## src/sv/fed_pkg.sv

```systemverilog
`timescale 1ns / 1ps

package fed_pkg;

    // Operand width; the payload structs are built on it.
    localparam int unsigned FED_DATA_W = 32;

    typedef logic [FED_DATA_W-1:0] fed_word_t;

    typedef enum logic [1:0] {
        FED_OP_FLOOR_QUO = 2'd0,
        FED_OP_FLOOR_MOD = 2'd1,
        FED_OP_EUCL_QUO  = 2'd2,
        FED_OP_EUCL_MOD  = 2'd3
    } fed_op_t;

    typedef struct packed {
        logic [1:0]                   opcode;
        logic signed [FED_DATA_W-1:0] dividend;
        logic signed [FED_DATA_W-1:0] divisor;
    } fed_in_t;

    typedef struct packed {
        logic signed [FED_DATA_W-1:0] quotient_or_remainder;
        logic                         divide_by_zero;
    } fed_out_t;

    // Item in flight through the cell row.
    typedef struct packed {
        fed_op_t   op;
        logic      sa;   // dividend negative
        logic      sb;   // divisor negative
        logic      dz;   // divisor zero
        fed_word_t mb;   // divisor magnitude
        fed_word_t rem;  // partial remainder
        fed_word_t quo;  // dividend bits shifting out, quotient bits shifting in
    } fed_work_t;

endpackage

```

## src/sv/fed_pre.sv

```systemverilog
`timescale 1ns / 1ps

module fed_pre (
    input  logic               aclk,
    input  logic               aresetn,
    input  logic               in_valid,
    output logic               in_ready,
    input  fed_pkg::fed_in_t   in_data,
    output logic               out_valid,
    input  logic               out_ready,
    output fed_pkg::fed_work_t out_data
);
    import fed_pkg::*;

    logic      valid_reg;
    fed_work_t work_reg;
    fed_work_t work_next;
    fed_word_t a_raw;
    fed_word_t b_raw;

    assign a_raw = fed_word_t'(in_data.dividend);
    assign b_raw = fed_word_t'(in_data.divisor);

    // Split operands into sign and magnitude; seed the row with a clear remainder.
    always_comb begin
        work_next.op  = fed_op_t'(in_data.opcode);
        work_next.sa  = a_raw[FED_DATA_W-1];
        work_next.sb  = b_raw[FED_DATA_W-1];
        work_next.dz  = (b_raw == '0);
        work_next.mb  = b_raw[FED_DATA_W-1] ? (~b_raw + fed_word_t'(1)) : b_raw;
        work_next.rem = '0;
        work_next.quo = a_raw[FED_DATA_W-1] ? (~a_raw + fed_word_t'(1)) : a_raw;
    end

    assign in_ready = !valid_reg || out_ready;

    always_ff @(posedge aclk) begin
        if (!aresetn) begin
            valid_reg <= 1'b0;
        end else if (in_ready) begin
            valid_reg <= in_valid;
        end
    end

    always_ff @(posedge aclk) begin
        if (in_valid && in_ready) begin
            work_reg <= work_next;
        end
    end

    assign out_valid = valid_reg;
    assign out_data  = work_reg;

endmodule

```

## config.mk

```make
export PLATFORM = sky130hd
export DESIGN_NAME = fed_pre
export DESIGN_NICKNAME = d
export VERILOG_FILES = /design/src/sv/fed_pkg.sv /design/src/sv/fed_pre.sv
export SDC_FILE = /design/constraint.sdc
export NUM_CORES = 1
export LEC_CHECK = 0
export BUFFER_PORTS_ARGS = -buffer_cell sky130_fd_sc_hd__buf_2
export CAP_MARGIN = 20
export CORE_ASPECT_RATIO = 1.1
export CORE_UTILIZATION = 37
export CTS_BUF_LIST = sky130_fd_sc_hd__clkbuf_2
export DETAILED_ROUTE_END_ITERATION = 7
export PLACE_DENSITY = 0.65
export SETUP_SLACK_MARGIN = 0.15
export SYNTH_ARGS = -nofsm -noshare
export SYNTH_HDL_FRONTEND = slang
export SYNTH_SLANG_ARGS = --single-unit
```

## constraint.sdc

```tcl
create_clock -name aclk -period 2.7 [get_ports aclk]
set_clock_uncertainty 0.2 [all_clocks]
set_input_delay 0.135 -clock aclk [delete_from_list [all_inputs] [get_ports aclk]]
set_output_delay 0.135 -clock aclk [all_outputs]
set_load 0.1 [all_outputs]
```

# Word level (Yosys, flattened, before mapping)

Cells that the tools add are included.
Widths: inputs -> output; s select.

Flip-flop bits (word level): 70
Input port bits: 70
Output and inout bits: 103
Word-level logic and storage cells: 19

$add $sub $neg: 2
Mux-type cells: 2
Bitwise logic cells: 2
Reduce and logical (&&, ||, !) cells: 4

Operators with widths:

| kind                  | count |
|---|---|
| $add 32x1->32 const B | 2 |
| $not 32->32           | 2 |
| $mux 31               | 2 |
| $logic_not 32->1      | 1 |
| $logic_and 1x1->1     | 1 |
| $logic_not 1->1       | 1 |
| $logic_or 1x1->1      | 1 |

# Depth between registers and ports, before layout

Word-level depth: 3
Depth in mapped cells: 5
Depth with buffers taken out: 5

# Least setup slack after synthesis

Ideal clock, no wire load.

Path kind: reg-to-reg
Start point: reg valid_reg, in the netlist out_valid
End point: reg work_reg, in the netlist out_data[0], enable pin
Library setup time: 434 ps
Arrival time: 3,297 ps
Required time: 2,066 ps
Setup slack: -1,231 ps
Stages on the path, launching flop included: 3
Buffers on the path: 0
Period minus slack after synthesis: 3,931 ps
Path through: dfxtp_1 > nand2b_1 > and2_1

Longest elaborated chain between the ends: 3

RTL lines:

| item                     | line          | text |
|---|---|---|
| start: declaration       | fed_pre.sv:15 | `logic valid_reg;` |
| start signal: assignment | fed_pre.sv:41 | `valid_reg <= in_valid;` |
| $logic_not 1->1          | fed_pre.sv:35 | `assign in_ready = !valid_reg \|\| out_ready;` |
| $logic_or 1x1->1         | fed_pre.sv:35 |  |
| net in_ready             | fed_pre.sv:7  | `output logic in_ready,` |
| $logic_and 1x1->1        | fed_pre.sv:46 | `if (in_valid && in_ready) begin` |
| end signal: assignment   | fed_pre.sv:47 | `work_reg <= work_next;` |
| end: declaration         | fed_pre.sv:16 | `fed_work_t work_reg;` |

The timed path passes the listed nets, and every way through them passes these cells.
A chain may end at the register's enable or synchronous reset.

==> run metrics <==
Max-cap violations=0; # rows=38; Overflow after GRT=0; First DRT Iteration DRCs=106; number of placed I/O pins=173; Fin. Hold Viols=0; WL/cell=15.0 um; Die Wd=98.9 um; Required @ worst endpoint=2740 ps; routed via count=3,429; Starting Density=between 30 and 40%; setup TNS=0 ps; part of the cycle the worst path needs=between 90 and 100%; Clock Path Buffers=2; LEAKAGE=2.31 nW; CP Data Arrival Time=about 2600 ps; DP HPWL=6570 um; area of the multi-input gates=0.00161 mm2; Worst Tran Pin Value=~670 ps; Die ar.=between 0.01 and 0.015 mm2; detailed-router iteration count before antenna repair=4; total power=3.13 mW; # DRC=0; CP top delay family=buffers and inverters; Pins Over Slew Limit=0; critical path class=input pin to flip-flop; GP Congestion=approximately 0.8; Post-synth EDFFs=69; syn_area_per_cell=around 12 um2; fin crit period=~2600 ps; CTS Buf Count=9; Worst Hold Class=input pin to flip-flop; status=finished clean; ratio of cells with drive above 1 in the final layout=between 30% and 40%; Crit path buffers/inverters=4; H-tree levels=3; # diodes=0; Simple-Gate Fraction of Synth Area=about a tenth; Ys Warns=0; CTS Sinks=70; cell breakdown of the critical path=dlygate4sd3_1 -> buf_2 -> nor2_1 -> nand4_1 -> buf_4 -> o41ai_2 -> xnor2_1 -> dlygate4sd3_1; Seq/Total Area, Yosys=between 50% and 60%; Synth Flop Type=edfxtp_1; Chip Height=about 110 um; crit path launch type=input pin; Final #Nets=640; most frequent cells in the layout=buf_2 (140), dlygate4sd3_1 (104), edfxtp_1 (69); worst skew pair latency=about 470 ps; Max-slew headroom=55.6%; fmax=a little under 0.4 GHz; Adder-Cell Fraction of Synth Area=1.31%; Pwr per Cell Area=between 500 and 600 mW/mm2; post-synth top area share=roughly 54%; dominant cell type by area after synthesis=edfxtp_1; Antenna Nets Post-Route=0; crit path max-delay cell type=dlygate4sd3_1; Post-Syn Instances=310; Area contributors post-synth=edfxtp_1 (54%), xnor2_1 (12%), buf_4 (6.3%); vias per cell=~5.0; register area=around 0.0021 mm2; Reg clk slew, reported paths=170 ps; Yosys reg bits=70; Core ar.=a little under 0.01 mm2; unrepaired setup endpoints after global routing=no; mapped cell area=0.00382 mm2; mux contribution to synthesized area=0%; most common cell after layout, fill and taps aside=buf_2; Root Buffer=clkbuf_2; post-synthesis compound-gate area fraction=a little under an eighth; Critical Path End Type=flip-flop; first-pass GRT wire length=15,900 um; largest family of logic cells by synthesized area=XOR/XNOR gates; maximum VDD drop=around 300 uV; slowest stage delay, CP=about 570 ps; CTS tree=built; Synth cell types=36; Setup Viol. Count Final=0; Buffers on Ports=140; CP Max Fanout=6; number of global-route vias before repair=between 3k and 4k; ys async rst share=0%; fill count=between 800 and 900; area grow syn2layout=51.5%; Critical Path Most Common Cell=dlygate4sd3_1; final wirelength=slightly above 10,000 um; xor-xnor portion of the synthesized cell area=a little over an eighth; largest net degree at the start of global routing=36; Tot GR Track Use=a little under a fifth; initial antenna violation count=0
==> sequential cells by signal, indices dropped and copies added, names as in the netlist <==
name,flops
out_data,69
out_valid,1
==> what timing repair did <==
| item | 4_1_cts | 5_1_grt |
|---|---|---|
| hold buffers | 103 | 1 |
| resized for setup | 0 | 11 |
| hold endpoints to repair | 70 | 4 |
| setup endpoints to repair | 0 | 14 |
| buffers inserted | 0 | 6 |
==> path summary, 6_finish.rpt <==
kind,startpoint,to,slack [ps],cells past startpoint
max reg2reg,out_valid$_SDFFE_PN0N_,out_data[19]$_DFFE_PP_,1020,3
max,in_data[39],out_data[29]$_DFFE_PP_,150,8
min reg2reg,out_valid$_SDFFE_PN0N_,out_data[69]$_DFFE_PP_,750,2
min,in_data[18],out_data[95]$_SDFFCE_PN0P_,90,4
==> cell usage after synthesis (4+ instances only) <==
cell type	instances
buf_4	32
clkbuf_1	4
edfxtp_1	69
ha_1	4
inv_1	9
nand2_1	16
nand2b_1	6
nand4_1	5
nor2_1	11
nor3_1	5
nor4_1	7
o21ai_0	14
o31ai_1	13
o41ai_1	17
or3_1	7
or4_1	4
xnor2_1	51
xor2_1	7
==> logic make-up (layout without fill, tap and decap cells) <==
group,count (synthesis),in the layout
adder cells (fa/ha/maj),4,4
XOR/XNOR,58,58
flip-flops,70,70
other,1,32
buffers and inverters,48,278
AO/OA/AOI/OAI,56,56
AND/OR/NAND/NOR,73,73
==> routing by layer <==
| layer | vias to the layer above | track usage (%) | wire (um) |
|---|---|---|---|
| met5 | - | 0 | 0 |
| met4 | 0 | 5.76 | 117 |
| met3 | 14 | 4.98 | 810 |
| met2 | 182 | 36.9 | 5490 |
| met1 | 1616 | 20.5 | 3930 |
| li1 | 1617 | - | - |
==> final cells by class <==
cell class,instances,share of cell area (%)
Sequential cell,70,36.2
Inverter,9,0.584
Tap cell,120,2.59
Clock inverter,3,0.195
Clock buffer,13,1.12
Timing Repair Buffer,253,31.5
Multi-Input combinational cell,223,27.8
==> per-stage QoR <==
stage	cell area, um2	setup WS (ps)	hold WS, ps	utilization [%]	std cells
finish	5790	146	91.7	58.2	691
global route	5790	168	49.1	58.2	691
detailed placement	4550	331	117	45.8	565
global placement	4550	383	113	45.8	565
floorplan	3940	460	33.9	-	341
CTS	5660	154	6.26	57.0	684
==> power breakdown <==
part,switching [mW],internal [mW]
combinational,1.02,0.308
clock,0.347,0.129
sequential,0.0207,1.30
==> worst register-to-register path, delay by kind of cell (launching register included) <==
family	cells	cell delay (ps)
buf+inv	1	290
flops	1	360
simple gates	2	530
Power figures use the tool's default switching activity.
