==> config.mk <==
export PLATFORM = sky130hd
export DESIGN_NAME = fed_post
export DESIGN_NICKNAME = d
export VERILOG_FILES = /design/src/sv/fed_pkg.sv /design/src/sv/fed_post.sv
export SDC_FILE = /design/constraint.sdc
export NUM_CORES = 1
export LEC_CHECK = 0
export BUFFER_PORTS_ARGS = -buffer_cell sky130_fd_sc_hd__buf_2
export CELL_PAD_IN_SITES_DETAIL_PLACEMENT = 1
export CELL_PAD_IN_SITES_GLOBAL_PLACEMENT = 2
export CORE_ASPECT_RATIO = 1.25
export CORE_MARGIN = 3
export CORE_UTILIZATION = 35
export CTS_CLUSTER_SIZE = 28
export DETAILED_ROUTE_END_ITERATION = 16
export HOLD_SLACK_MARGIN = 0.03
export PLACE_DENSITY = 0.95
export SLEW_MARGIN = 20
export SYNTH_ARGS = -nofsm -noshare
export SYNTH_HDL_FRONTEND = slang
export SYNTH_SLANG_ARGS = --single-unit
export TNS_END_PERCENT = 20
==> constraint.sdc <==
create_clock -name aclk -period 8.2 [get_ports aclk]
set_clock_uncertainty 0.2 [all_clocks]
set_input_delay 0.82 -clock aclk [delete_from_list [all_inputs] [get_ports aclk]]
set_output_delay 0.82 -clock aclk [all_outputs]
set_load 0.02 [all_outputs]
==> src/sv/fed_pkg.sv <==
`timescale 1ns / 1ps

package fed_pkg;

    // Operand width; the payload structs are built on it.
    localparam int unsigned FED_DATA_W = 32;

    typedef logic [FED_DATA_W-1:0] fed_word_t;

    typedef enum logic [1:0] {
        FED_OP_FLOOR_QUO = 2'd0,
        FED_OP_FLOOR_MOD = 2'd1,
        FED_OP_EUCL_QUO  = 2'd2,
        FED_OP_EUCL_MOD  = 2'd3
    } fed_op_t;

    typedef struct packed {
        logic [1:0]                   opcode;
        logic signed [FED_DATA_W-1:0] dividend;
        logic signed [FED_DATA_W-1:0] divisor;
    } fed_in_t;

    typedef struct packed {
        logic signed [FED_DATA_W-1:0] quotient_or_remainder;
        logic                         divide_by_zero;
    } fed_out_t;

    // Item in flight through the cell row.
    typedef struct packed {
        fed_op_t   op;
        logic      sa;   // dividend negative
        logic      sb;   // divisor negative
        logic      dz;   // divisor zero
        fed_word_t mb;   // divisor magnitude
        fed_word_t rem;  // partial remainder
        fed_word_t quo;  // dividend bits shifting out, quotient bits shifting in
    } fed_work_t;

endpackage

==> src/sv/fed_post.sv <==
`timescale 1ns / 1ps

module fed_post (
    input  logic               aclk,
    input  logic               aresetn,
    input  logic               in_valid,
    output logic               in_ready,
    input  fed_pkg::fed_work_t in_data,
    output logic               out_valid,
    input  logic               out_ready,
    output fed_pkg::fed_out_t  out_data
);
    import fed_pkg::*;

    logic      valid_reg;
    fed_out_t  data_reg;
    fed_out_t  data_next;
    fed_word_t mq;
    fed_word_t mr;
    logic      nz;
    logic      diff;
    fed_word_t res;

    assign mq   = in_data.quo;
    assign mr   = in_data.rem;
    assign nz   = (mr != '0);
    assign diff = in_data.sa ^ in_data.sb;

    // Each correction reduces to one add on the magnitudes:
    // -mq-1 is ~mq, and r+b or r+|b| is a difference of magnitudes.
    always_comb begin
        case (in_data.op)
            FED_OP_FLOOR_QUO: begin
                if (!diff) begin
                    res = mq;
                end else if (nz) begin
                    res = ~mq;
                end else begin
                    res = ~mq + fed_word_t'(1);
                end
            end
            FED_OP_FLOOR_MOD: begin
                if (nz && diff) begin
                    res = in_data.sa ? (in_data.mb - mr) : (mr - in_data.mb);
                end else begin
                    res = in_data.sa ? (~mr + fed_word_t'(1)) : mr;
                end
            end
            FED_OP_EUCL_QUO: begin
                if (nz && in_data.sa) begin
                    res = in_data.sb ? (mq + fed_word_t'(1)) : ~mq;
                end else begin
                    res = diff ? (~mq + fed_word_t'(1)) : mq;
                end
            end
            FED_OP_EUCL_MOD: begin
                if (nz && in_data.sa) begin
                    res = in_data.mb - mr;
                end else begin
                    res = mr;
                end
            end
            default: begin
                res = '0;
            end
        endcase
    end

    always_comb begin
        if (in_data.dz) begin
            data_next.quotient_or_remainder = '0;
            data_next.divide_by_zero        = 1'b1;
        end else begin
            data_next.quotient_or_remainder = res;
            data_next.divide_by_zero        = 1'b0;
        end
    end

    assign in_ready = !valid_reg || out_ready;

    always_ff @(posedge aclk) begin
        if (!aresetn) begin
            valid_reg <= 1'b0;
        end else if (in_ready) begin
            valid_reg <= in_valid;
        end
    end

    always_ff @(posedge aclk) begin
        if (in_valid && in_ready) begin
            data_reg <= data_next;
        end
    end

    assign out_valid = valid_reg;
    assign out_data  = data_reg;

endmodule
======== Yosys cells after proc, flatten, opt, wreduce, memory -nomap -nowiden ========
Cells that the tools add are included.
operators by class
  reduce and logical (&&, ||, !) cells .... 7
  mux-type cells .......................... 11
  add/sub/neg operators ................... 5
  bitwise gates (word level) .............. 3
  equality and inequality tests ........... 3
operators by type and width
  cell                     number
  $mux W32                 9
  $pmux W32 S4             1
  $add A32 B1 Y32 const B  3
  $not A32 Y32             2
  $sub A32 B32 Y32         2
  $reduce_bool A32 Y1      1
  $eq A2 B2 Y1 const B     2
  $logic_and A1 B1 Y1      3
  $eq A2 B1 Y1 const B     1
  $logic_not A2 Y1         1
  $logic_not A1 Y1         1
  $logic_or A1 B1 Y1       1
  $mux W1                  1
  $xor A1 B1 Y1            1
storage, ports and cells
  word-level logic and storage cells ...... 32
  output and inout port bits .............. 35
  register bits ........................... 34
  input port bits ......................... 105

======== Logic depth before layout (Yosys ltp) ========
  depth after elaboration ................. 5
  gate-level depth with buffers ........... 13
  depth with buffers taken out ............ 13

======== Worst setup path before layout ========
Ideal clock, no wire load.
  path kind ............................... input-to-reg
  start point ............................. input in_data[46] (netlist name)
  end point ............................... register data_reg, in the netlist out_data[30], data pin
  library setup time ...................... 0.280 ns
  stages .................................. 10
  slack ................................... 4.121 ns
  arrival time ............................ 3.599 ns
  path through ............................ or4_4 -> or4_4 -> buf_6 -> or4_4 -> or4_4 -> o41ai_4 -> or3_2 -> o21ai_2 -> a32oi_1 -> a221oi_2
on the way
  longest elaborated chain between the ends .. 5
  elaborated cells on any way between the ends .. 15
  those cells by class .................... add/sub: 3; mux: 8; bitwise: 1; reduce/logical: 3
ends and longest elaborated chain
  what                  RTL line        RTL
  from (decl)           fed_post.sv:8   input fed_pkg::fed_work_t in_data,
  $not A32 Y32          fed_post.sv:46  res = in_data.sa ? (~mr + fed_word_t'(1)) : mr;
  $add A32 B1 Y32       fed_post.sv:46
  $mux W32              fed_post.sv:46
  $mux W32              fed_post.sv:43  if (nz && diff) begin
  $pmux W32 S4 *        fed_post.sv:32  case (in_data.op)
  to (signal assigned)  fed_post.sv:91  data_reg <= data_next;
  to (decl)             fed_post.sv:16  fed_out_t data_reg;
Every way passes the cells marked *; elsewhere a longest branch is shown, timed or not.
A chain may end at the register's enable or synchronous reset.

======== Final worst setup path ========
  start point ............................. input in_data[52] (netlist name)
  end point ............................... register data_reg, in the netlist out_data[30], data pin
Same word-level chain as after synthesis.

==> results.py <==
metrics = {
    "outcome": {
        "status": "completed",
    },
    "power_and_ir_drop": {
        "p_leak_nw": 4.11,
        "switchingPower_mw": 0.525,
        "pwr-share-seq": 0.201,
        "intPower_mw": 0.552,
        "vdd.ir_drop.worst_mv": 0.0606,
        "power.total_mw": 1.08,
        "sw_frac_of_total": 0.487,
        "powerDensity_nw_per_um2": 108,
        "p_clk_frac": 0.182,
        "pwr-share-comb": 0.617,
    },
    "cells_and_area": {
        "drive_gt1_frac": 0.140,
        "syn_to_final_growth_pct": 10.8,
        "diodes": 0,
        "seqCellArea_um2": 1010,
        "layout_commonest_cell": "a21oi_1",
        "multiInputGateArea_um2": 7240,
        "final_nets": 1560,
        "final_util": 0.401,
        "fillCellCount": 3290,
        "layout_common_cells": "a21oi_1, buf_2, nand2_1",
    },
    "synth": {
        "syn-num-nets": 1498,
        "synth_ff_type": "edfxtp_1",
        "syn-mean-instance-area_um2": 6.77,
        "yosysTopAreaCellShare": 0.110,
        "synth_edf_count": 33,
        "synth_area_um2": 8970,
        "synth-seq-cells": 34,
        "yosysWarnings": 0,
        "yosys-top-cells-area": "edfxtp_1, ha_1, a21oi_1",
        "async_flop_share": 0,
        "yosys.area.top_type": "edfxtp_1",
        "yosys.cell_types.count": 79,
        "yosysSeqAreaShare": 0.113,
        "synth_cells": 1326,
    },
    "clock_network": {
        "cts_hold_buf": 0,
        "numCtsBuffers": 5,
        "tritoncts": "yes",
        "cts_htree_levels": 2,
        "clk_pin_slew_ns": 0.07,
        "cts_sinks": 34,
        "ctsLongestPathBuffers": 2,
        "postCtsSetupBuffers": 0,
        "cts_resized": 0,
        "cts-root-buf": "clkbuf_16",
        "clock_latency_ns": 0.29,
    },
    "timing": {
        "finalSetupViolCount": 0,
        "rsz0062_at_grt": "no",
        "drv_slew": 0,
        "max_freq_ghz": 0.187,
        "finalSetupTns_ns": 0,
        "slew-limit-headroom": 0.380,
        "worstMarginPinSlew_ns": 0.928,
        "hold_viol": 0,
        "period_minus_slack_ns": 5.34,
        "period_share": 0.651,
    },
    "critical_path": {
        "worstSetupStartpointType": "input port",
        "worstSetupPathType": "input port to flop",
        "crit_required_ns": 8.13,
        "crit_arrival_ns": 5.27,
        "cp_max_fo": 23,
        "crit_path_end_kind": "flop",
    },
    "route": {
        "antenna_left": 0,
        "routed_via_density": 6.30,
        "drt-initial-drc-count": 1086,
        "drt-total-wl_um": 40400,
        "vias": 10800,
        "wl_per_cell_um": 23.5,
        "drtPass1Iterations": 6,
        "drc": 0,
    },
    "die": {
        "initial_core_util": 0.361,
        "die_w_um": 149,
        "dieArea_um2": 27600,
        "fp-row-count": 64,
        "boundaryPins": 140,
        "fp.coreArea_um2": 24800,
        "die_y_um": 185,
    },
    "placed_design": {
        "dpl.hpwl_um": 31300,
        "port-buffer-count": 139,
        "gp_congestion": 0.976,
    },
    "grt": {
        "grt_pass1_vias": 10700,
        "antenna_found_initial": 0,
        "grt_overflow": 0,
        "grtUsageTotal": 0.282,
        "grt_pass1_wl_um": 61800,
        "grt_max_degree": 50,
    },
    "hold_path": {
        "hold_class": "flop to flop",
    },
    "flow_run": {
        "cap_violations": 0,
    },
}
[Yosys cell counts, drive strengths merged, types with 16 or more instances]
cell type,count
a21oi,142
nand2,120
o21ai,108
nor2,107
inv,86
xnor2,77
clkbuf,75
ha,65
nor3,43
xor2,37
edfxtp,33
nand3,33
a21o,30
a31oi,28
o211ai,26
buf,25
nand4,25
a211oi,24
o31ai,16
[metrics by stage]
stage | hold slack, ns | worst slack, ns | instances | instance area (um2)
floorplan | 0.550 | 4.12 | 1326 | 8970
global placement | 0.302 | 2.71 | 1711 | 9810
detailed placement | 0.336 | 2.64 | 1711 | 9810
CTS | 0.345 | 2.94 | 1719 | 9940
global route | 0.384 | 2.67 | 1719 | 9940
finish | 0.344 | 2.86 | 1719 | 9940
[kinds of logic after synthesis]
logic type      count (synthesis)  synth area share
fa+ha+maj                      68            0.0962
simple gates                  425             0.232
buf+inv                       186            0.0812
compound gates                484             0.349
mux                            15            0.0181
xor+xnor                      114             0.111
flops                          34             0.113
[worst max-delay path, stage by stage]
cell and delay, ns:
buf_2 0.15, or4_2 0.74, nor4_1 0.43, nand4_1 0.80
nand2_1 1.04, buf_4 0.36, nand2_1 0.09, or3_2 0.44
o21ai_2 0.07, a32oi_1 0.07, a221oi_2 0.24
[sequential cells by signal, summed over array words and instances, names as in the netlist]
| name | flops |
|---|---|
| out_valid | 1 |
| out_data | 33 |
[power groups by stage]
stage                     registers (mW)  clock network [mW]  logic, mW
after floorplan                    0.238                   0      0.413
after global placement             0.220                   0      0.636
after detailed placement           0.220                   0      0.644
after CTS                          0.217               0.197      0.648
after global routing               0.218               0.202      0.715
final                              0.216               0.196      0.664
[worst paths after layout]
path | from | to | slack, ns | cells after the start
max | in_data[52] | out_data[30] | 2.86 | 11
min | out_valid | out_valid | 0.34 | 2
max reg2reg | out_valid | out_data[0] | 6.65 | 3
min reg2reg | out_valid | out_valid | 0.34 | 2
[layout make-up]
| type | instances | area share |
|---|---|---|
| Clock buffer | 6 | 0.0130 |
| Sequential cell | 34 | 0.102 |
| Timing Repair Buffer | 155 | 0.0820 |
| Tap cell | 330 | 0.0415 |
| Multi-Input combinational cell | 1106 | 0.728 |
| Clock inverter | 2 | 0.000881 |
| Inverter | 86 | 0.0325 |
[metal layers]
metal  track usage  vias to the layer above  part of all wire
met5             0                        -                 0
met3        0.0220                       79             0.065
li1              -                     5014                 -
met1         0.385                     5253              0.44
met4        0.0960                        0             0.031
met2         0.472                      480              0.46
Power figures use the tool's default switching activity.
