**src/sv/fed_pkg.sv**
```systemverilog
`timescale 1ns / 1ps

package fed_pkg;

    // Operand width; the payload structs are built on it.
    localparam int unsigned FED_DATA_W = 32;

    typedef logic [FED_DATA_W-1:0] fed_word_t;

    typedef enum logic [1:0] {
        FED_OP_FLOOR_QUO = 2'd0,
        FED_OP_FLOOR_MOD = 2'd1,
        FED_OP_EUCL_QUO  = 2'd2,
        FED_OP_EUCL_MOD  = 2'd3
    } fed_op_t;

    typedef struct packed {
        logic [1:0]                   opcode;
        logic signed [FED_DATA_W-1:0] dividend;
        logic signed [FED_DATA_W-1:0] divisor;
    } fed_in_t;

    typedef struct packed {
        logic signed [FED_DATA_W-1:0] quotient_or_remainder;
        logic                         divide_by_zero;
    } fed_out_t;

    // Item in flight through the cell row.
    typedef struct packed {
        fed_op_t   op;
        logic      sa;   // dividend negative
        logic      sb;   // divisor negative
        logic      dz;   // divisor zero
        fed_word_t mb;   // divisor magnitude
        fed_word_t rem;  // partial remainder
        fed_word_t quo;  // dividend bits shifting out, quotient bits shifting in
    } fed_work_t;

endpackage

```
**src/sv/fed_cell.sv**
```systemverilog
`timescale 1ns / 1ps

module fed_cell (
    input  logic               aclk,
    input  logic               aresetn,
    input  logic               in_valid,
    output logic               in_ready,
    input  fed_pkg::fed_work_t in_data,
    output logic               out_valid,
    input  logic               out_ready,
    output fed_pkg::fed_work_t out_data
);
    import fed_pkg::*;

    logic                valid_reg;
    fed_work_t           work_reg;
    fed_work_t           work_next;
    logic [FED_DATA_W:0] shifted;
    logic [FED_DATA_W:0] trial;

    // One restoring step: shift in the next dividend bit, subtract if it fits.
    assign shifted = {in_data.rem, in_data.quo[FED_DATA_W-1]};
    assign trial   = shifted - {1'b0, in_data.mb};

    always_comb begin
        work_next = in_data;
        if (!trial[FED_DATA_W]) begin
            work_next.rem = trial[FED_DATA_W-1:0];
        end else begin
            work_next.rem = shifted[FED_DATA_W-1:0];
        end
        work_next.quo = {in_data.quo[FED_DATA_W-2:0], !trial[FED_DATA_W]};
    end

    assign in_ready = !valid_reg || out_ready;

    always_ff @(posedge aclk) begin
        if (!aresetn) begin
            valid_reg <= 1'b0;
        end else if (in_ready) begin
            valid_reg <= in_valid;
        end
    end

    always_ff @(posedge aclk) begin
        if (in_valid && in_ready) begin
            work_reg <= work_next;
        end
    end

    assign out_valid = valid_reg;
    assign out_data  = work_reg;

endmodule

```
**config.mk**
```make
export PLATFORM = sky130hd
export DESIGN_NAME = fed_cell
export DESIGN_NICKNAME = d
export VERILOG_FILES = /design/src/sv/fed_pkg.sv /design/src/sv/fed_cell.sv
export SDC_FILE = /design/constraint.sdc
export NUM_CORES = 1
export LEC_CHECK = 0
export ABC_CLOCK_PERIOD_IN_PS = 9800
export BUFFER_PORTS_ARGS = -buffer_cell sky130_fd_sc_hd__buf_2
export CAP_MARGIN = 20
export CORE_MARGIN = 1.5
export CORE_UTILIZATION = 30
export CTS_BUF_LIST = sky130_fd_sc_hd__clkbuf_4 sky130_fd_sc_hd__clkbuf_8 sky130_fd_sc_hd__clkbuf_16
export CTS_CLUSTER_SIZE = 20
export DETAILED_ROUTE_END_ITERATION = 8
export GPL_ROUTABILITY_DRIVEN = 0
export HOLD_SLACK_MARGIN = 0.03
export MAX_ROUTING_LAYER = met4
export PLACE_DENSITY = 0.49
export SETUP_SLACK_MARGIN = 0.5
export SLEW_MARGIN = 10
export SYNTH_ARGS = -nofsm -noshare
export SYNTH_HDL_FRONTEND = slang
export SYNTH_SLANG_ARGS = --single-unit
```
**constraint.sdc**
```tcl
create_clock -name aclk -period 9.8 [get_ports aclk]
set_input_delay 0.49 -clock aclk [delete_from_list [all_inputs] [get_ports aclk]]
set_output_delay 0.49 -clock aclk [all_outputs]
set_load 0.01 [all_outputs]
```
# [After elaboration in Yosys (flattened, before gate mapping)]
# Index checks and enable logic that the tools add are counted.
[op_classes] addsub=1 muxes=1 reduce_logical=4
[op_table] op="subtractor 33 x 32 -> 33 bit" count=1
[op_table] op="two-way mux 32 bit" count=1
[op_table] op="logical NOT 1 bit" count=2
[op_table] op="logical AND 1 bit" count=1
[op_table] op="logical OR 1 bit" count=1
[totals] reg_bits=102 inputBits=105 output_inout_bits=103 wordCells=14

# [Longest topological paths before layout]
# Gate-level depths: netlist of run 1.
[logic_depth] word_depth=3 depth_mapped=13 depth_no_buf=12

# [Worst setup path after synthesis of run 1]
# Ideal clock, no wire load.
[synth_path] kind="in2reg" start="input out_ready" end="register work_reg, in the netlist out_data[0] (enable)" setup_time_ns=0.472 arrival_ns=3.037 required_time_ns=9.328 path_slack_ns=6.292 path_stages=2 path_cell_list="nand2b_1 -> and2_1"
[synth_via] elab_chain_cells=2
[synth_rtl] item="from (decl)" line="fed_cell.sv:10" source="input logic out_ready,"
[synth_rtl] item="logical OR 1 bit" line="fed_cell.sv:35" source="assign in_ready = !valid_reg || out_ready;"
[synth_rtl] item="logical AND 1 bit" line="fed_cell.sv:46" source="if (in_valid && in_ready) begin"
[synth_rtl] item="to (signal assigned)" line="fed_cell.sv:47" source="work_reg <= work_next;"
[synth_rtl] item="to (decl)" line="fed_cell.sv:16" source="fed_work_t work_reg;"
# Every way passes these cells.
# A chain may end at the register's enable or synchronous reset.

==> flow_summary.yaml, run 1 <==
critical_path:
  crit_path_end_kind: "register"
  worst-endpoint-arrival_ns: 3.76
  worstPathMaxFanout: 28
  crit_chain: "buf_2 > inv_1 > ha_1 > a21oi_4 > o211ai_1 > a221o_1 > a211o_1 > o21a_1 > o211ai_4 > inv_2 > mux2_4"
  rr_worst_depth: 3
  required_ns: 9.89
  path_class: "in2reg"
  startpoint_type: "primary input"
  cp_slowest_cell: "o211ai_4"
  max_stage_delay_ns: 0.65
  reg2reg_slack_ns: 7.71
yosys:
  ys_warn_count: 0
  netlist_top_cells_area: "edfxtp_1 55%, ha_1 7.3%, mux2_4 4.9%"
  yosysTopAreaCell: "edfxtp_1"
  synthCells: 466
  synth.avg_cell_area_um2: 11.8
  syn_area_um2: 5520
  synth-main-ff-cell: "edfxtp_1"
  ys_types: 52
  synthArstFlopShare_pct: 0
  synth_edf_count: 101
  synth_top_cell_area_share_pct: 55.0
  synth-seq-cells: 102
  ys_seq_area_share_pct: 55.3
  syn-num-nets: 604
pwr:
  power_uw: 1150
  p_leak_uw: 0.00319
  power_density_nw_per_um2: 163
  vdd_drop_max_uv: 99.0
drt:
  drc: 0
  wl_per_cell_um: 15.7
  num_vias: 4272
  avgViaCountPerCell: 4.72
  drt-initial-drc-count: 229
  ant_nets: 0
  totalWireLength_um: 14200
  drt-pass1-iter-count: 5
timing:
  fin_crit_sh_pct: 37.4
  report.final.slew_viol_count: 0
  worstMarginPinSlew_ns: 0.879
  timing.setup.tns_ns: 0
  relSlewSlack_pct: 41.4
  timing.fmax_mhz: 273
  clock_skew_ns: 0.00755
  fin_hold_ws_ns: 0.309
  finalSetupViolCount: 0
  hold_viol: 0
  final.min_clock_period_ns: 3.67
  rsz0062_at_grt: "no"
place:
  postPlaceCellArea_um2: 6770
  hpwl_um: 11000
  dp.cells: 886
  portBuffers: 207
clock_network:
  tritoncts: "built"
  cts_buffers: 9
  hold_buffers: 0
  post_cts_buffers: 0
  htree_levels: 3
  clk_pin_slew_ns: 0.07
  cts_buffer_depth: 2
  cts_root_buf: "clkbuf_16"
  cts_resized: 0
  clk_latency_ns: 0.35
  clock-sinks: 102
final_layout:
  instances_no_fill: 906
  multi_input_area_um2: 2230
  final_cell_area_um2: 7050
  drive_gt1_share_pct: 36.7
  seqCellArea_um2: 3050
  layout.nets: 806
  fillerInstances: 1812
  syn_to_final_growth_pct: 27.9
global_route:
  met2_usage_pct: 23.7
  globalRoute.busiestLayer: "met2"
  grt.total_usage_pct: 15.0
  grt_use_met3_pct: 5.25
  antenna_found_initial: 3
  grt-ovfl-total: 0
  grt_pass1_vias: 4335
  grt_pass1_wl_um: 22000
  grt_start_max_net_pins: 70
  grt_use_met1_pct: 18.3
floorplan:
  fp-row-count: 49
  design.core.area_um2: 18000
  die_y_um: 139
  initial_utilization_pct: 30.6
  die_w_um: 139
  pin_count: 208
  dieArea_um2: 19200
min_path:
  hold_path_class: "in2reg"
  whs_path_depth: 1
outcome:
  status: "finished, final reports clean"
job:
  max_cap_violations: 0
-- worst max-delay path: cells and delay by family --
| kind | cells | cell delay [ns] |
|---|---|---|
| adder cells (fa/ha/maj) | 1 | 0.40 |
| buffers and inverters | 3 | 0.62 |
| AO/OA/AOI/OAI | 6 | 1.83 |
| multiplexers | 1 | 0.41 |
-- cell type report --
type	count	area share, %
flip-flops and latches	102	43.3
multi-input cells	307	31.6
repair buffers	208	14.8
well taps	229	4.06
clock buffers	10	3.30
inverters	40	2.13
clock inverters	6	0.656
diodes	4	0.142
-- layer usage --
metal  up-vias  part of all wire, %
li1       2125                    -
met1      1973                   44
met2       166                   46
met3         8                  8.4
met4         0                 0.80
met5         -                    0
-- stage by stage --
step | setup slack (ns) | util, %
after floorplan | 6.29 | -
after global placement | 5.81 | 37.5
after detailed placement | 5.70 | 37.5
after CTS | 6.08 | 39.1
after global routing | 5.90 | 39.1
final | 6.13 | 39.1
-- path summary, 6_finish.rpt --
path,start,end
max,in_data[80],out_data[46]$_DFFE_PP_
min,in_data[10],out_data[11]$_DFFE_PP_
max reg2reg,out_valid$_SDFFE_PN0N_,out_data[53]$_DFFE_PP_
min reg2reg,out_valid$_SDFFE_PN0N_,out_valid$_SDFFE_PN0N_
-- logic make-up (layout without fill, tap and decap cells) --
group | after synthesis | in the layout | synth area share, %
AND/OR/NAND/NOR | 113 | 113 | 9.59
adder cells (fa/ha/maj) | 33 | 33 | 7.62
buffers and inverters | 57 | 264 | 4.24
multiplexers | 19 | 19 | 5.08
XOR/XNOR | 24 | 24 | 3.81
AO/OA/AOI/OAI | 118 | 118 | 14.3
flip-flops | 102 | 102 | 55.3
other | 0 | 4 | 0
-- Yosys cell counts (2+ instances only) --
| master | number |
|---|---|
| a211oi_1 | 4 |
| a21boi_0 | 5 |
| a21o_1 | 15 |
| a21oi_1 | 29 |
| a31oi_1 | 2 |
| a41o_1 | 2 |
| and2_1 | 3 |
| and3_1 | 6 |
| and4_1 | 2 |
| buf_6 | 2 |
| clkbuf_1 | 13 |
| edfxtp_1 | 101 |
| ha_1 | 32 |
| inv_1 | 39 |
| mux2_4 | 18 |
| nand2_1 | 47 |
| nand2b_1 | 5 |
| nand3_1 | 9 |
| nand4_1 | 5 |
| nor2_1 | 23 |
| nor2b_1 | 5 |
| nor3_1 | 3 |
| o2111ai_1 | 2 |
| o211ai_1 | 6 |
| o21a_1 | 5 |
| o21ai_0 | 27 |
| o21bai_1 | 5 |
| o31ai_1 | 4 |
| o41ai_1 | 2 |
| xnor2_1 | 15 |
| xor2_1 | 9 |
-- flip-flops by register name, indices dropped and copies added, names as in the netlist --
| name | flops |
|---|---|
| out_valid | 1 |
| out_data | 101 |
-- cells in the final DEF (no fill, tap or decap), drive strengths merged, types with 6 or more instances in the layout --
cell,Yosys,layout
a21o,15,15
buf,4,208
ha,32,32
o211ai,7,7
a21oi,31,31
o21ai,27,27
edfxtp,101,101
nand3,9,9
and3,6,6
mux2,18,18
xor2,9,9
inv,40,43
nor2,23,23
nand2,47,47
xnor2,15,15
clkbuf,13,10
-- where the power goes --
part	total [uW]	internal (uW)	switching, uW
Clock	342	178	164
Sequential	534	527	7.59
Combinational	273	121	153
(Power assumes the default switching activity.)
==> run 2: changes to the inputs <==
Settings changed: ABC_AREA set to 1, ABC_CLOCK_PERIOD_IN_PS 9800 to 3550, PLACE_DENSITY 0.49 to 0.48.
Clock period 9.8 ns to 3.55 ns, I/O delays scaled along.
==> run 2 against run 1 <==
  * Sequential power increased to 2.8 times the previous value
  * Register-to-register slack got worse by 5.9 ns
  * Hold slack got worse by 0.25 ns
  * Clock power increased to 3.0 times the previous value
  * Via count increased by 33%
  * Die area increased by 13%
  * Core utilization increased by 2.9 points
  * Synthesized area increased by 13%
  * Power increased to 2.9 times the previous value
  * First-iteration DRC count increased by 35%
  * Critical path depth increased by 5
  * Synthesized cell count increased by 70%
==> flow_summary.yaml, run 2 <==
critical_path:
  required_ns: 3.66
  worst-endpoint-arrival_ns: 2.71
  crit_chain: "dlygate4sd3_1 > buf_2 > ha_1 > fa_1 > inv_1 > nand2_1 > nand2_1 > nand3_1 > nand2_2 > nand2_1 > nand2_2 > nand2_2 > nand3_1 > nand2_4 > nand2_1 > nand2_1"
  startpoint_type: "primary input"
  startpoint: "in_data[64]"
  worstPathMaxFanout: 33
  cp_common_cell: "nand2_1"
  path_class: "in2reg"
  crit_path_end_kind: "register"
  cp_slowest_cell: "dlygate4sd3_1"
  rr_worst_depth: 2
  r2r_start: "out_valid$_SDFFE_PN0N_"
  max_stage_delay_ns: 0.53
final_layout:
  largest_reg_flops: 101
  final_cell_mix: "336 x nand2_1, 207 x buf_2, 160 x inv_1"
  syn_to_final_growth_pct: 36.9
  layout_commonest_cell: "nand2_1"
  fillerInstances: 2152
  layout.nets: 1208
  drive_gt1_share_pct: 22.2
  diodes: 0
pwr:
  power_density_nw_per_um2: 389
  p_seq_share_pct: 44.1
  power_frac_comb_pct: 25.4
  switching_share_pct: 31.5
  clkPwrFrac_pct: 30.5
  p_sw_uw: 1050
  vdd_drop_max_uv: 212
  p_int_uw: 2280
  p_leak_uw: 0.00456
yosys:
  synth_xor_area_share_pct: 2.10
  synth_most_common_cell: "nand2_1"
  synth-main-ff-cell: "edfxtp_1"
  synthArstFlopShare_pct: 0
  syn-num-nets: 928
  synth_compound_area_share_pct: 3.16
  syn_area_um2: 6250
  ys_seq_area_share_pct: 48.9
  ys_types: 25
  synthCells: 790
  yosysTopAreaCell: "edfxtp_1"
  ys_warn_count: 0
  synth_fa_ha_area_share_pct: 6.73
  synth_top_cell_area_share_pct: 48.5
  synth_top_family_by_area: "simple AND/OR/NAND/NOR gates"
  ys_top_cells_by_count: "336 x nand2_1, 160 x inv_1, 101 x edfxtp_1, 39 x nor2_1, 32 x ha_1"
  synth_mux_area_share_pct: 0
  synth_edf_count: 101
  netlist_top_cells_area: "edfxtp_1 49%, nand2_1 20%, inv_1 9.6%"
  synth-seq-cells: 102
  synth_simple_gate_area_share_pct: 28.4
  synth.avg_cell_area_um2: 7.91
min_path:
  whs_path_depth: 1
  hold_path_class: "in2reg"
  min_from: "in_data[65]"
drt:
  drt-pass1-iter-count: 6
  drc: 0
  num_vias: 5675
  avgViaCountPerCell: 4.22
  totalWireLength_um: 17600
  wl_per_cell_um: 13.1
  ant_nets: 0
  drt-initial-drc-count: 310
global_route:
  antenna_found_initial: 0
  grt_start_max_net_pins: 87
  grt_pass1_wl_um: 28000
  grt.total_usage_pct: 17.0
  grt-ovfl-total: 0
  grt_pass1_vias: 5607
timing:
  report.final.slew_viol_count: 0
  final.min_clock_period_ns: 2.59
  worstMarginPinSlew_ns: 0.590
  fin_crit_sh_pct: 73.0
  hold_viol: 0
  clock_skew_ns: 0.00755
  finalSetupViolCount: 0
  worst_slack_ns: 0.957
  timing.fmax_mhz: 386
  rsz0062_at_grt: "no"
  relSlewSlack_pct: 60.6
  timing.setup.tns_ns: 0
floorplan:
  dieArea_um2: 21700
  pin_count: 208
  design.core.area_um2: 20400
  initial_utilization_pct: 30.7
  die_y_um: 147
  die_w_um: 147
  fp-row-count: 52
clock_network:
  clock-sinks: 102
  tritoncts: "built"
  cts_root_buf: "clkbuf_16"
  cts_buffers: 9
  cts_buffer_depth: 2
  clk_latency_ns: 0.35
  htree_levels: 3
  clk_pin_slew_ns: 0.08
  post_cts_buffers: 0
outcome:
  status: "finished, final reports clean"
job:
  max_cap_violations: 0
place:
  place_ws_ns: 1.09
  portBuffers: 207
  hpwl_um: 13600
## run 2: critical path: cells and delay by family
kind | cells | cell delay [ns]
simple gates | 11 | 1.10
buf+inv | 3 | 0.79
fa+ha+maj | 2 | 0.61
## run 2: worst paths after layout
check,to,slack (ns)
max reg2reg,out_data[39]$_DFFE_PP_,1.79
max,out_data[35]$_DFFE_PP_,0.96
min reg2reg,out_valid$_SDFFE_PN0N_,0.58
min,out_data[65]$_DFFE_PP_,0.06
## run 2: per-layer routing
metal | share of wire, % | global-route usage [%] | wire [um] | vias to the layer above
met5 | 0 | - | 0 | -
met4 | 1.2 | 4.20 | 204 | 0
met3 | 4.9 | 2.52 | 869 | 12
met2 | 44 | 27.0 | 7850 | 175
met1 | 49 | 22.8 | 8720 | 2480
li1 | - | - | - | 3008
## run 2: layout make-up
class	count	area, um2	area share, %
clock buffer	10	233	2.72
clock inverter	6	67.6	0.790
inverter	161	604	7.06
multi-input combinational	521	2530	29.6
sequential	102	3050	35.7
tap	270	338	3.95
timing repair buffer	275	1730	20.2
## run 2: power groups by stage
| stage | clock (uW) | combinational (uW) | sequential (uW) |
|---|---|---|---|
| 6_report | 1020 | 848 | 1470 |
| 5_1_grt | 1120 | 966 | 1480 |
| 4_1_cts | 1060 | 860 | 1470 |
| 3_5_place_dp | 0 | 800 | 1500 |
| 3_3_place_gp | 0 | 794 | 1500 |
| 2_1_floorplan | 0 | 463 | 1550 |
## run 2: logic make-up after synthesis
| group | Yosys count |
|---|---|
| AOI/OAI and AO/OA | 34 |
| xor gates and xnor gates | 15 |
| and+or+nand+nor | 439 |
| DFF | 102 |
| buffers and inverters | 167 |
| adders and majority gates | 33 |
## run 2: per-stage QoR
step | total power (uW) | instance area, um2 | util, % | instances | hold slack, ns
floorplan | 2020 | 6260 | - | 790 | 0.276
global placement | 2290 | 7590 | 37.3 | 1262 | 0.354
detailed placement | 2300 | 7590 | 37.3 | 1262 | 0.356
CTS | 3390 | 8560 | 42.0 | 1345 | 0.0384
global route | 3560 | 8560 | 42.0 | 1345 | 0.0394
finish | 3330 | 8560 | 42.0 | 1345 | 0.0553
## run 2: repair_timing
action | in CTS | in global routing
endpoints found under the hold margin | 67 | 0
resized for setup | 0 | 0
hold buffers | 67 | 0
